## config.mk

```make
export PLATFORM = sky130hd
export DESIGN_NAME = sprite_run_length_decoder_flat
export DESIGN_NICKNAME = d
export VERILOG_FILES = /design/src/srld_pkg.sv /design/src/srld_if.sv /design/src/srld_parse.sv /design/src/srld_queue.sv /design/src/srld_pack.sv /design/src/sprite_run_length_decoder.sv /design/src/flat_wrapper.sv
export SDC_FILE = /design/constraint.sdc
export NUM_CORES = 1
export LEC_CHECK = 0
export ABC_AREA = 1
export BUFFER_PORTS_ARGS = -buffer_cell sky130_fd_sc_hd__clkbuf_2
export CAP_MARGIN = 15
export CORE_MARGIN = 2
export CORE_UTILIZATION = 40
export CTS_CLUSTER_DIAMETER = 60
export CTS_CLUSTER_SIZE = 16
export DETAILED_ROUTE_END_ITERATION = 10
export GPL_TIMING_DRIVEN = 0
export PLACE_DENSITY = 0.65
export SYNTH_ARGS = -nofsm -noshare
export SYNTH_HDL_FRONTEND = slang
export SYNTH_SLANG_ARGS = --single-unit
```

## constraint.sdc

```tcl
create_clock -name clk -period 17.26 [get_ports clk]
set_input_delay 3.452 -clock clk [delete_from_list [all_inputs] [get_ports clk]]
set_output_delay 3.452 -clock clk [all_outputs]
set_load 0.01 [all_outputs]
```

## src/srld_pkg.sv

```systemverilog
// Shared types and constants for the sprite run-length decoder.
package srld_pkg;

  // Widths fixed by the stream and pixel formats
  localparam int unsigned PIX_IDX_W       = 10;
  localparam int unsigned CONSUMED_W      = 17;
  localparam int unsigned FRAME_PIXELS_DEF = 1024;

  // Configuration port
  localparam int unsigned CFG_IDX_W  = 1;
  localparam int unsigned CFG_DATA_W = 1;
  localparam logic [CFG_IDX_W-1:0] CFG_BLUE_FIRST = 1'b0;
  localparam logic [CFG_IDX_W-1:0] CFG_ALPHA_IN   = 1'b1;

  // Command queue between parser and packer
  localparam int unsigned QUEUE_DEPTH = 2;

  // One result as produced by the parser, before byte ordering
  typedef struct packed {
    logic                 pixel_valid;
    logic [PIX_IDX_W-1:0] pixel_index;
    logic [7:0]           s0;
    logic [7:0]           s1;
    logic [7:0]           s2;
    logic [7:0]           alpha;
    logic                 record_done;
  } cmd_t;

endpackage

```

## src/srld_if.sv

```systemverilog
// Valid/ready channel interfaces for the record byte stream and the pixel results.
interface srld_byte_if;
  logic       valid;
  logic       ready;
  logic [7:0] data_byte;
  logic       record_start;

  modport source (output valid, output data_byte, output record_start, input ready);
  modport sink   (input valid, input data_byte, input record_start, output ready);
endinterface

interface srld_pixel_if;
  logic        valid;
  logic        ready;
  logic        pixel_valid;
  logic [9:0]  pixel_index;
  logic [31:0] pixel_word;
  logic        record_done;

  modport source (output valid, output pixel_valid, output pixel_index, output pixel_word,
                  output record_done, input ready);
  modport sink   (input valid, input pixel_valid, input pixel_index, input pixel_word,
                  input record_done, output ready);
endinterface

```

## src/srld_parse.sv

```systemverilog
// Front end: accepts record bytes, tracks the record phase and raises pixel/done commands.
module srld_parse #(
  parameter int unsigned FRAME_PIXELS = srld_pkg::FRAME_PIXELS_DEF
) (
  input  logic               clk,
  input  logic               rst,
  input  logic               alpha_in_stream,
  input  logic               queue_full,
  srld_byte_if.sink          in_ch,
  output logic               push,
  output srld_pkg::cmd_t     push_cmd
);
  import srld_pkg::*;

  localparam int unsigned WP_W = $clog2(FRAME_PIXELS + 1);
  localparam logic [WP_W-1:0] FRAME_POS = WP_W'(FRAME_PIXELS);
  localparam logic [CONSUMED_W-1:0] CONSUMED_MAX = {CONSUMED_W{1'b1}};

  typedef enum logic [9:0] {
    PH_WAIT = 10'b00_0000_0001,
    PH_KEY1 = 10'b00_0000_0010,
    PH_KEY2 = 10'b00_0000_0100,
    PH_SZLO = 10'b00_0000_1000,
    PH_SZHI = 10'b00_0001_0000,
    PH_SKLO = 10'b00_0010_0000,
    PH_SKHI = 10'b00_0100_0000,
    PH_CTLO = 10'b00_1000_0000,
    PH_CTHI = 10'b01_0000_0000,
    PH_PIX  = 10'b10_0000_0000
  } phase_t;

  phase_t                phase, phase_next;
  logic [15:0]           payload_size, payload_size_next;
  logic [CONSUMED_W-1:0] consumed, consumed_next;
  logic [WP_W-1:0]       wpos, wpos_next;
  logic [15:0]           pixels_left, pixels_left_next;
  logic [7:0]            low_hold, low_hold_next;
  logic [23:0]           colour_hold, colour_hold_next;
  logic [1:0]            cbyte, cbyte_next;

  logic                  accept;
  logic [15:0]           word16;
  logic [16:0]           skip_sum;
  logic [2:0]            cons_add;
  logic [CONSUMED_W:0]   cons_sum;
  logic [CONSUMED_W-1:0] cons_sat;
  logic                  complete;
  logic [15:0]           pl_dec;
  cmd_t                  cmd;
  logic                  has_result;

  // Take a byte whenever the queue has room
  assign in_ch.ready = !queue_full;
  assign accept      = in_ch.valid && in_ch.ready;
  assign word16      = {in_ch.data_byte, low_hold};
  assign skip_sum    = 17'(wpos) + 17'(word16);

  // Saturating payload byte count: a run header or an alpha pixel adds four, else three
  assign cons_add = (phase == PH_PIX && cbyte != 2'd3) ? 3'd3 : 3'd4;
  assign cons_sum = (CONSUMED_W+1)'(consumed) + (CONSUMED_W+1)'(cons_add);
  assign cons_sat = cons_sum[CONSUMED_W] ? CONSUMED_MAX : cons_sum[CONSUMED_W-1:0];
  assign pl_dec   = pixels_left - 16'd1;

  // Classify the byte and work out the next phase
  always_comb begin
    phase_next        = phase;
    payload_size_next = payload_size;
    consumed_next     = consumed;
    wpos_next         = wpos;
    pixels_left_next  = pixels_left;
    low_hold_next     = low_hold;
    colour_hold_next  = colour_hold;
    cbyte_next        = cbyte;
    complete          = 1'b0;
    cmd               = '0;

    if (accept && in_ch.record_start) begin
      phase_next        = PH_KEY1;
      payload_size_next = '0;
      consumed_next     = '0;
      wpos_next         = '0;
      pixels_left_next  = '0;
      low_hold_next     = '0;
      colour_hold_next  = '0;
      cbyte_next        = '0;
    end else if (accept) begin
      unique case (phase)
        PH_WAIT: phase_next = PH_WAIT;
        PH_KEY1: phase_next = PH_KEY2;
        PH_KEY2: phase_next = PH_SZLO;
        PH_SZLO: begin
          low_hold_next = in_ch.data_byte;
          phase_next    = PH_SZHI;
        end
        PH_SZHI: begin
          payload_size_next = word16;
          if (word16 == 16'd0) begin
            cmd.record_done = 1'b1;
            phase_next      = PH_WAIT;
          end else begin
            phase_next = PH_SKLO;
          end
        end
        PH_SKLO: begin
          low_hold_next = in_ch.data_byte;
          phase_next    = PH_SKHI;
        end
        PH_SKHI: begin
          // Advance past the transparent run, clamp at the frame end
          if (skip_sum > 17'(FRAME_PIXELS)) begin
            wpos_next = FRAME_POS;
          end else begin
            wpos_next = WP_W'(skip_sum);
          end
          phase_next = PH_CTLO;
        end
        PH_CTLO: begin
          low_hold_next = in_ch.data_byte;
          phase_next    = PH_CTHI;
        end
        PH_CTHI: begin
          pixels_left_next = word16;
          consumed_next    = cons_sat;
          cbyte_next       = '0;
          colour_hold_next = '0;
          if (word16 == 16'd0) begin
            cmd.record_done = (cons_sat >= CONSUMED_W'(payload_size));
            phase_next      = cmd.record_done ? PH_WAIT : PH_SKLO;
          end else begin
            phase_next = PH_PIX;
          end
        end
        PH_PIX: begin
          cmd.alpha = 8'hFF;
          if (cbyte != 2'd3) begin
            colour_hold_next = colour_hold | (24'(in_ch.data_byte) << {cbyte, 3'b000});
            if (cbyte == 2'd2 && !alpha_in_stream) begin
              complete = 1'b1;
            end else begin
              cbyte_next = cbyte + 2'd1;
            end
          end else begin
            cmd.alpha = in_ch.data_byte;
            complete  = 1'b1;
          end
          if (complete) begin
            consumed_next = cons_sat;
            // Emit only inside the frame; bytes past it are still consumed
            if (wpos < FRAME_POS) begin
              cmd.pixel_valid = 1'b1;
              cmd.pixel_index = PIX_IDX_W'(wpos);
              cmd.s0          = colour_hold_next[7:0];
              cmd.s1          = colour_hold_next[15:8];
              cmd.s2          = colour_hold_next[23:16];
              wpos_next       = wpos + WP_W'(1);
            end
            colour_hold_next = '0;
            cbyte_next       = '0;
            pixels_left_next = pl_dec;
            if (pl_dec == 16'd0) begin
              cmd.record_done = (cons_sat >= CONSUMED_W'(payload_size));
              phase_next      = cmd.record_done ? PH_WAIT : PH_SKLO;
            end
          end
          if (!cmd.pixel_valid) begin
            cmd.alpha = 8'h00;
          end
        end
        default: phase_next = PH_WAIT;
      endcase
    end
  end

  assign has_result = cmd.pixel_valid || cmd.record_done;
  assign push       = accept && !in_ch.record_start && has_result;
  assign push_cmd   = cmd;

  // Hold parser state
  always_ff @(posedge clk) begin
    if (rst) begin
      phase        <= PH_WAIT;
      payload_size <= '0;
      consumed     <= '0;
      wpos         <= '0;
      pixels_left  <= '0;
      low_hold     <= '0;
      colour_hold  <= '0;
      cbyte        <= '0;
    end else begin
      phase        <= phase_next;
      payload_size <= payload_size_next;
      consumed     <= consumed_next;
      wpos         <= wpos_next;
      pixels_left  <= pixels_left_next;
      low_hold     <= low_hold_next;
      colour_hold  <= colour_hold_next;
      cbyte        <= cbyte_next;
    end
  end

endmodule

```

## src/srld_queue.sv

```systemverilog
// Short command queue that lets the parser and the packer stall independently.
module srld_queue (
  input  logic            clk,
  input  logic            rst,
  input  logic            push,
  input  srld_pkg::cmd_t  push_cmd,
  input  logic            pop,
  output logic            full,
  output logic            not_empty,
  output srld_pkg::cmd_t  head
);
  import srld_pkg::*;

  localparam int unsigned PTR_W = (QUEUE_DEPTH > 1) ? $clog2(QUEUE_DEPTH) : 1;
  localparam int unsigned CNT_W = $clog2(QUEUE_DEPTH + 1);
  localparam logic [PTR_W-1:0] LAST_PTR = PTR_W'(QUEUE_DEPTH - 1);

  cmd_t             entries [QUEUE_DEPTH];
  logic [PTR_W-1:0] wr_ptr, rd_ptr;
  logic [CNT_W-1:0] count;

  assign full      = (count == CNT_W'(QUEUE_DEPTH));
  assign not_empty = (count != '0);
  assign head      = entries[rd_ptr];

  // Store pushed commands
  always_ff @(posedge clk) begin
    if (push) begin
      entries[wr_ptr] <= push_cmd;
    end
  end

  // Advance pointers and track fill level
  always_ff @(posedge clk) begin
    if (rst) begin
      wr_ptr <= '0;
      rd_ptr <= '0;
      count  <= '0;
    end else begin
      if (push) begin
        wr_ptr <= (wr_ptr == LAST_PTR) ? '0 : wr_ptr + PTR_W'(1);
      end
      if (pop) begin
        rd_ptr <= (rd_ptr == LAST_PTR) ? '0 : rd_ptr + PTR_W'(1);
      end
      if (push && !pop) begin
        count <= count + CNT_W'(1);
      end else if (pop && !push) begin
        count <= count - CNT_W'(1);
      end
    end
  end

endmodule

```

## src/srld_pack.sv

```systemverilog
// Back end: orders pixel bytes and holds the result in the output register.
module srld_pack (
  input  logic            clk,
  input  logic            rst,
  input  logic            blue_first_order,
  input  logic            not_empty,
  input  srld_pkg::cmd_t  head,
  output logic            pop,
  srld_pixel_if.source    out_ch
);
  import srld_pkg::*;

  logic                 out_valid;
  logic                 pix_valid;
  logic [PIX_IDX_W-1:0] pix_index;
  logic [31:0]          pix_word;
  logic                 rec_done;
  logic [31:0]          word_next;

  // Load a new result when the register is empty or being drained
  assign pop = not_empty && (!out_valid || out_ch.ready);

  always_comb begin
    if (blue_first_order) begin
      word_next = {head.alpha, head.s0, head.s1, head.s2};
    end else begin
      word_next = {head.alpha, head.s2, head.s1, head.s0};
    end
  end

  always_ff @(posedge clk) begin
    if (rst) begin
      out_valid <= 1'b0;
    end else if (pop) begin
      out_valid <= 1'b1;
    end else if (out_ch.ready) begin
      out_valid <= 1'b0;
    end
  end

  always_ff @(posedge clk) begin
    if (pop) begin
      pix_valid <= head.pixel_valid;
      pix_index <= head.pixel_index;
      pix_word  <= word_next;
      rec_done  <= head.record_done;
    end
  end

  assign out_ch.valid       = out_valid;
  assign out_ch.pixel_valid = pix_valid;
  assign out_ch.pixel_index = pix_index;
  assign out_ch.pixel_word  = pix_word;
  assign out_ch.record_done = rec_done;

endmodule

```

## src/sprite_run_length_decoder.sv

```systemverilog
// Sprite run-length decoder: one record byte per cycle in, one pixel/done result out.
// Throughput: one byte accepted every cycle while the output side keeps taking results.
// A result is registered in the command queue and then in the output register after its byte is accepted.
// A two-entry command queue between parser and packer absorbs output stalls.
// Reset (synchronous, active high) returns the parser to waiting for a record start,
// empties the queue and output register, and clears both configuration registers.
module sprite_run_length_decoder #(
  parameter int unsigned FRAME_PIXELS = srld_pkg::FRAME_PIXELS_DEF
) (
  input  logic                             clk,
  input  logic                             rst,
  input  logic                             cfg_we,
  input  logic [srld_pkg::CFG_IDX_W-1:0]   cfg_index,
  input  logic [srld_pkg::CFG_DATA_W-1:0]  cfg_data,
  srld_byte_if.sink                        in_ch,
  srld_pixel_if.source                     out_ch
);
  import srld_pkg::*;

  logic blue_first_order;
  logic alpha_in_stream;
  logic push;
  cmd_t push_cmd;
  logic pop;
  logic full;
  logic not_empty;
  cmd_t head;

  // Write configuration registers
  always_ff @(posedge clk) begin
    if (rst) begin
      blue_first_order <= 1'b0;
      alpha_in_stream  <= 1'b0;
    end else if (cfg_we) begin
      unique case (cfg_index)
        CFG_BLUE_FIRST: blue_first_order <= cfg_data[0];
        CFG_ALPHA_IN:   alpha_in_stream  <= cfg_data[0];
        default: ;
      endcase
    end
  end

  srld_parse #(
    .FRAME_PIXELS(FRAME_PIXELS)
  ) u_parse (
    .clk            (clk),
    .rst            (rst),
    .alpha_in_stream(alpha_in_stream),
    .queue_full     (full),
    .in_ch          (in_ch),
    .push           (push),
    .push_cmd       (push_cmd)
  );

  srld_queue u_queue (
    .clk      (clk),
    .rst      (rst),
    .push     (push),
    .push_cmd (push_cmd),
    .pop      (pop),
    .full     (full),
    .not_empty(not_empty),
    .head     (head)
  );

  srld_pack u_pack (
    .clk             (clk),
    .rst             (rst),
    .blue_first_order(blue_first_order),
    .not_empty       (not_empty),
    .head            (head),
    .pop             (pop),
    .out_ch          (out_ch)
  );

endmodule

```

## src/flat_wrapper.sv

```systemverilog
// flat-port wrapper written by rule: the top's interface ports become plain ports
module sprite_run_length_decoder_flat import srld_pkg::*;
#(
  parameter int unsigned FRAME_PIXELS = srld_pkg::FRAME_PIXELS_DEF
)
  (clk, rst, cfg_we, cfg_index, cfg_data, in_ch_valid, in_ch_data_byte, in_ch_record_start, in_ch_ready, out_ch_valid, out_ch_pixel_valid, out_ch_pixel_index, out_ch_pixel_word, out_ch_record_done, out_ch_ready);
  srld_byte_if in_ch_i ();
  srld_pixel_if out_ch_i ();
  input  logic clk;
  input  logic rst;
  input  logic cfg_we;
  input  logic [srld_pkg::CFG_IDX_W-1:0] cfg_index;
  input  logic [srld_pkg::CFG_DATA_W-1:0] cfg_data;
  input wire logic [$bits(in_ch_i.valid)-1:0] in_ch_valid;
  input wire logic [$bits(in_ch_i.data_byte)-1:0] in_ch_data_byte;
  input wire logic [$bits(in_ch_i.record_start)-1:0] in_ch_record_start;
  output wire logic [$bits(in_ch_i.ready)-1:0] in_ch_ready;
  output wire logic [$bits(out_ch_i.valid)-1:0] out_ch_valid;
  output wire logic [$bits(out_ch_i.pixel_valid)-1:0] out_ch_pixel_valid;
  output wire logic [$bits(out_ch_i.pixel_index)-1:0] out_ch_pixel_index;
  output wire logic [$bits(out_ch_i.pixel_word)-1:0] out_ch_pixel_word;
  output wire logic [$bits(out_ch_i.record_done)-1:0] out_ch_record_done;
  input wire logic [$bits(out_ch_i.ready)-1:0] out_ch_ready;
  assign in_ch_i.valid = in_ch_valid;
  assign in_ch_i.data_byte = in_ch_data_byte;
  assign in_ch_i.record_start = in_ch_record_start;
  assign in_ch_ready = in_ch_i.ready;
  assign out_ch_valid = out_ch_i.valid;
  assign out_ch_pixel_valid = out_ch_i.pixel_valid;
  assign out_ch_pixel_index = out_ch_i.pixel_index;
  assign out_ch_pixel_word = out_ch_i.pixel_word;
  assign out_ch_record_done = out_ch_i.record_done;
  assign out_ch_i.ready = out_ch_ready;
  sprite_run_length_decoder #(.FRAME_PIXELS(FRAME_PIXELS)) u_core (.clk(clk), .rst(rst), .cfg_we(cfg_we), .cfg_index(cfg_index), .cfg_data(cfg_data), .in_ch(in_ch_i), .out_ch(out_ch_i));
endmodule
```

=== After elaboration in Yosys (flattened, before gate mapping) ===
Memory sizes are Yosys's and may differ from the RTL's. A register that Yosys moved wholly into a read port is not among the register bits.
Cells that the tools add are included.
W data, S select, Z words.

* Add/sub/neg operators: 9
* Order comparisons: 3
* Equality and inequality tests: 19
* Shift-type cells: 1
* Mux-type cells: 56
* Bitwise gates (word level): 2
* Reduce and logical (&&, ||, !) cells: 37

{| class="wikitable"
|+ Operators with widths
! operator !! count
|-
| $mux W35 || 5
|-
| $pmux W10 S9 || 1
|-
| $mux W44 || 2
|-
| $mux W24 || 3
|-
| $pmux W24 S2 || 1
|-
| $mux W43 || 1
|-
| $mux W17 || 2
|-
| $pmux W17 S2 || 1
|-
| $mux W11 || 3
|-
| $logic_not A16 Y1 || 2
|-
| $pmux W16 S2 || 1
|-
| $mux W10 || 3
|-
| $or A24 B24 Y24 || 1
|-
| $shl A8 B5 Y24 || 1
|-
| $pmux W11 S2 || 1
|-
| $add A17 B3 Y18 || 1
|-
| $add A11 B16 Y17 || 1
|-
| $ge A17 B16 Y1 || 1
|-
| $gt A17 B11 Y1 const B || 1
|-
| $mux W1 || 17
|-
| $mux W16 || 1
|-
| $mux W8 || 2
|-
| $sub A16 B1 Y16 const B || 1
|-
| $mux W2 || 7
|-
| 33 further kinds || 67
|}

* Register bits after elaboration: 155
* Bits in writable memories: 88
* Input bits: 16
* Output and inout bits: 46
* Word-level logic and storage cells: 147
* Memories kept: 1

{| class="wikitable"
|+ Memory list
! memory !! depth !! width !! read ports !! clocked after memory_dff !! wr ports !! line !! text
|-
| u_core.u_queue.entries || 2 || 44 || 1 || 1 || 1 || srld_queue.sv:18 || <nowiki>cmd_t entries [QUEUE_DEPTH];</nowiki>
|}

=== Logic depth before layout (Yosys ltp) ===
* Depth after elaboration: 21
* Depth in mapped cells: 34
* Depth with buffers taken out: 34

=== By module ===
A second synthesis with hierarchy kept.

* Cells, all modules: 1392
* Area total of the unflattened synthesis: 12404.4 um^2

{| class="wikitable"
|+ By module, submodules not included
! module !! times used !! cells an instance !! area each (um^2) !! sequential area each (um^2)
|-
| srld_parse || 1 || 1116 || 7123.1 || 2082.0
|-
| srld_queue || 1 || 170 || 3606.0 || 2742.6
|-
| srld_pack || 1 || 93 || 1589.0 || 1341.3
|-
| sprite_run_length_decoder || 1 || 13 || 86.3 || 40.0
|}

=== Worst setup path before layout ===
Ideal clock, no wire load.

* Path type: in2reg
* From: input port in_ch_data_byte[4]
* To: memory u_core.u_queue.entries[1][0] in the netlist's numbering, enable pin
* Setup time: 460 ps
* Data arrival time: 6750 ps
* Required time: 16800 ps
* Path slack: 10051 ps
* Cell stages on the path: 9
* Buffers on the path: 0
* Path through: nor4_1 nand2_1 nor3_1 nand2_1 nand2_1 nand2_1 nand2_1 nand2_1 a21oi_1

* Cells in the longest elaborated chain, start to end: 9
* Elaborated cells on any way between the ends: 10
* Those cells by class: mux (7); reduce/logical (3)

{| class="wikitable"
|+ RTL lines
! what !! line !! text
|-
| start, declared || flat_wrapper.sv:15 || <nowiki>input wire logic [$bits(in_ch_i.data_byte)-1:0] in_ch_data_byte;</nowiki>
|-
| $logic_not A16 Y1 * || srld_parse.sv:97, srld_parse.sv:126 ||
|-
| $mux W1, on equally long branches || srld_parse.sv:126, srld_parse.sv:97 ||
|-
| $pmux W1 S3 * || srld_parse.sv:87 || <nowiki>unique case (phase)</nowiki>
|-
| $mux W44 * || srld_parse.sv:86 || <nowiki>end else if (accept) begin</nowiki>
|-
| $mux W44 * || srld_parse.sv:77 || <nowiki>if (accept && in_ch.record_start) begin</nowiki>
|-
| $logic_or A1 B1 Y1 * || srld_parse.sv:174 || <nowiki>assign has_result = cmd.pixel_valid || cmd.record_done;</nowiki>
|-
| $logic_and A1 B1 Y1 * || srld_parse.sv:175 || <nowiki>assign push = accept && !in_ch.record_start && has_result;</nowiki>
|-
| $mux W1 * || srld_queue.sv:28 || <nowiki>if (push) begin</nowiki>
|-
| $mux W1 (not written as such) * || srld_queue.sv:29 || <nowiki>entries[wr_ptr] <= push_cmd;</nowiki>
|-
| end, declared || srld_queue.sv:18 ||
|}

Mark *: on every way between the ends. The rest lies on a longest branch, timed or not.

=== Worst setup path after layout ===
* From: input port in_ch_data_byte[4]
* To: memory u_core.u_queue.entries[0][2] in the netlist's numbering, enable pin

The elaborated chain is that of the path after synthesis.

==> metrics.cfg <==
[grt]
grt_pass1_wl_um=45550
grtUsageTotal_pct=18.20
grt_max_degree=33
grt.overflow.total=0
antenna_found_initial=0
grt_pass1_vias=8803

[worst_setup_path]
critPathLaunchType=primary input
arrival_ns=6.41
worstPathCellList=clkbuf_2, nor4_1, nand2_1, nor3_1, nand2_1, nand2_1, nand2_1, nand2_1, nand2_1, a21oi_4, buf_16
crit_fanout=23
crit_family=simple AND/OR/NAND/NOR gates
endpoint_kind=flop
worstPathRequired_ns=17.50
slowest_stage=a21oi_4
r2r_slack_ns=11.96
cpMostUsedCell=nand2_1
slowest_delay_ns=0.77
critical_path_class=primary input to flop
path_buf_inv=2

[cts]
clk_latency_ns=0.54
postCtsSetupBuffers=0
post_cts_resized=0
ctsHoldBuffers=0
ctsLongestPathBuffers=3
cts_buffers=25
cts_max_level=1
clk_pin_slew_ns=0.06
cts_root_buf=clkbuf_16
cts_sinks=244
cts_tree=yes

[pwr]
ir_worst_vdd_mv=0.08182
pwr_density_cell_mw_per_mm2=112.2
leakagePower_nw=5.673

[yosys]
ys_top_cells_by_area=edfxtp_1 34%, dfxtp_1 19%, a21oi_1 5.6%
yosysTopAreaCell=edfxtp_1
synthDominantCellAreaShare_pct=33.68
syn_area_mm2=0.01177
async_flop_share_pct=0
yosysWarningCount=0
yosysSeqAreaShare_pct=52.73
synthFlopType=edfxtp_1
syn_inst=1290
synth_nets=1342
ys_seq_elements=244
syn_avg_cell_area_um2=9.123
synth_edf_count=132
synth_cell_types=50

[floorplanning]
fp.dieH_um=175.5
core.rowCount=62
start_util_pct=40.78
die_area_mm2=0.03081
io_pins=62
die_w_um=175.5
coreArea_mm2=0.02886

[sta]
max_freq_mhz=162.3
finalSetupViolations=0
worst_pin_slew_ns=0.8634
relSlewSlack_pct=42.31
min_period_ns=6.161
period_share_pct=35.70
fin_ws_ns=11.10
rsz0062_at_grt=false
fin_setup_tns_ns=0
slew_violations=0
hold_viol=0
skew_ns=0.02332

[routing]
ant_nets=0
wire_per_inst_um=15.91
drtIter0Drc=773
vias=9447
routed_via_density=5.295
drc=0
drt_first_pass_iters=7
wl_um=28380

[placed_design]
gp_congestion=0.8638
placed_cells=1738
placed_cell_area_mm2=0.01266
port_buffers=61
dpl.hpwl_um=20670
place_ws_ns=10.57

[finish]
drive_above_1_share_pct=12.64
register_area_mm2=0.006206
antenna_cells=0
syn_to_final_growth_pct=14.76
fin_cells=1784
finalNetCount=1433
fin_area_mm2=0.01351
fillerInstances=2735
multi_input_area_mm2=0.004783

[flow_run]
maxCapViolations=0

[worst_hold_path]
hp-class=flop to flop

[run_status]
status=completed

sequential cells by signal, indices dropped and copies added, names as in the netlist, named ones only:
name                              flops
u_core.u_pack.out_ch.pixel_valid      1
u_core.u_queue.wr_ptr                 1
u_core.u_queue.entries               88
u_core.blue_first_order               1
u_core.u_pack.out_ch.valid            1
u_core.u_parse.colour_hold           24
u_core.u_pack.out_ch.pixel_index     10
u_core.u_parse.wpos                  11
u_core.u_parse.consumed              17
u_core.u_parse.low_hold               8
u_core.u_pack.out_ch.pixel_word      32
u_core.u_parse.payload_size          16
u_core.u_parse.phase                 10
u_core.u_parse.pixels_left           16
u_core.u_parse.cbyte                  2
u_core.alpha_in_stream                1
u_core.u_pack.out_ch.record_done      1
u_core.u_queue.rd_ptr                 1
u_core.u_queue.count                  2
power by group:
part / switching [mW] / internal [mW] / leakage [nW]
clock network: 0.237 / 0.323 / 0.398
logic: 0.175 / 0.0887 / 2.91
registers: 0.0182 / 0.674 / 2.37
worst reg2reg max path: cells and delay by family, from the launching register on:
family / cells / cell delay, ns
xor gates and xnor gates: 1 / 0.15
AOI/OAI and AO/OA: 7 / 1.01
and+or+nand+nor: 18 / 2.50
DFF: 1 / 0.33
buffers and inverters: 3 / 0.22
adders and majority gates: 4 / 0.97
synth_stat cells, types with 26 or more instances:
cell / instances
a21oi_1: 131
clkbuf_1: 41
dfxtp_1: 112
edfxtp_1: 132
ha_1: 35
inv_1: 157
mux2_2: 28
nand2_1: 147
nand3_1: 45
nand4_1: 26
nor2_1: 152
nor3_1: 28
o21ai_0: 87
final cells by class:
class | instances | area share, %
tap | 384 | 3.558
inverter | 160 | 4.447
sequential | 244 | 45.95
clock inverter | 13 | 1.362
multi-input combinational | 834 | 35.42
buffer | 52 | 1.575
clock buffer | 33 | 4.929
timing repair buffer | 64 | 2.761
placed cells by master (no fill, tap or decap), drive strengths merged, types with 20 or more instances in the layout:
cell type	instances
xor2	22
inv	164
a21oi	131
nor3	30
clkbuf	135
edfxtp	132
nand3	50
ha	35
nor2	162
o21ai	91
a31oi	20
nand2	155
nand4	26
a211oi	22
mux2	28
dfxtp	112
logic make-up after synthesis:
kind of cell	after synthesis	synth area share (%)
AND/OR/NAND/NOR	442	17.05
AO/OA/AOI/OAI	286	13.44
flip-flops	244	52.73
buffers and inverters	212	6.910
multiplexers	44	4.040
adder cells (fa/ha/maj)	36	3.891
XOR/XNOR	26	1.935
stage by stage:
step | power, mW | hold slack (ns) | util [%]
after global placement | 0.9651 | 0.4370 | 43.51
after floorplan | 0.8770 | 0.4255 | -
after global routing | 1.581 | 0.5012 | 46.80
after CTS | 1.529 | 0.4773 | 46.80
final | 1.516 | 0.4745 | 46.80
after detailed placement | 0.9708 | 0.4607 | 43.86
worst paths after layout:
kind / depth (start not counted) / from / endpoint
worst min register to register: 2 / u_core.u_parse.payload_size[0] / u_core.u_parse.payload_size[0]
worst min-delay path: 2 / u_core.u_parse.payload_size[0] / u_core.u_parse.payload_size[0]
worst max-delay path: 11 / in_ch_data_byte[4] / u_core.u_queue.entries[0][2]
worst max register to register: 33 / u_core.u_parse.phase[0] / u_core.u_queue.count[1]
metal layers:
metal | wire length [um] | GRT usage [%] | up-vias
met5 | 0 | 0 | -
met4 | 822 | 5.579 | 0
met3 | 1590 | 2.987 | 64
met2 | 13510 | 30.61 | 299
met1 | 12450 | 24.12 | 4456
li1 | - | - | 4628
Power figures use the tool's default switching activity.
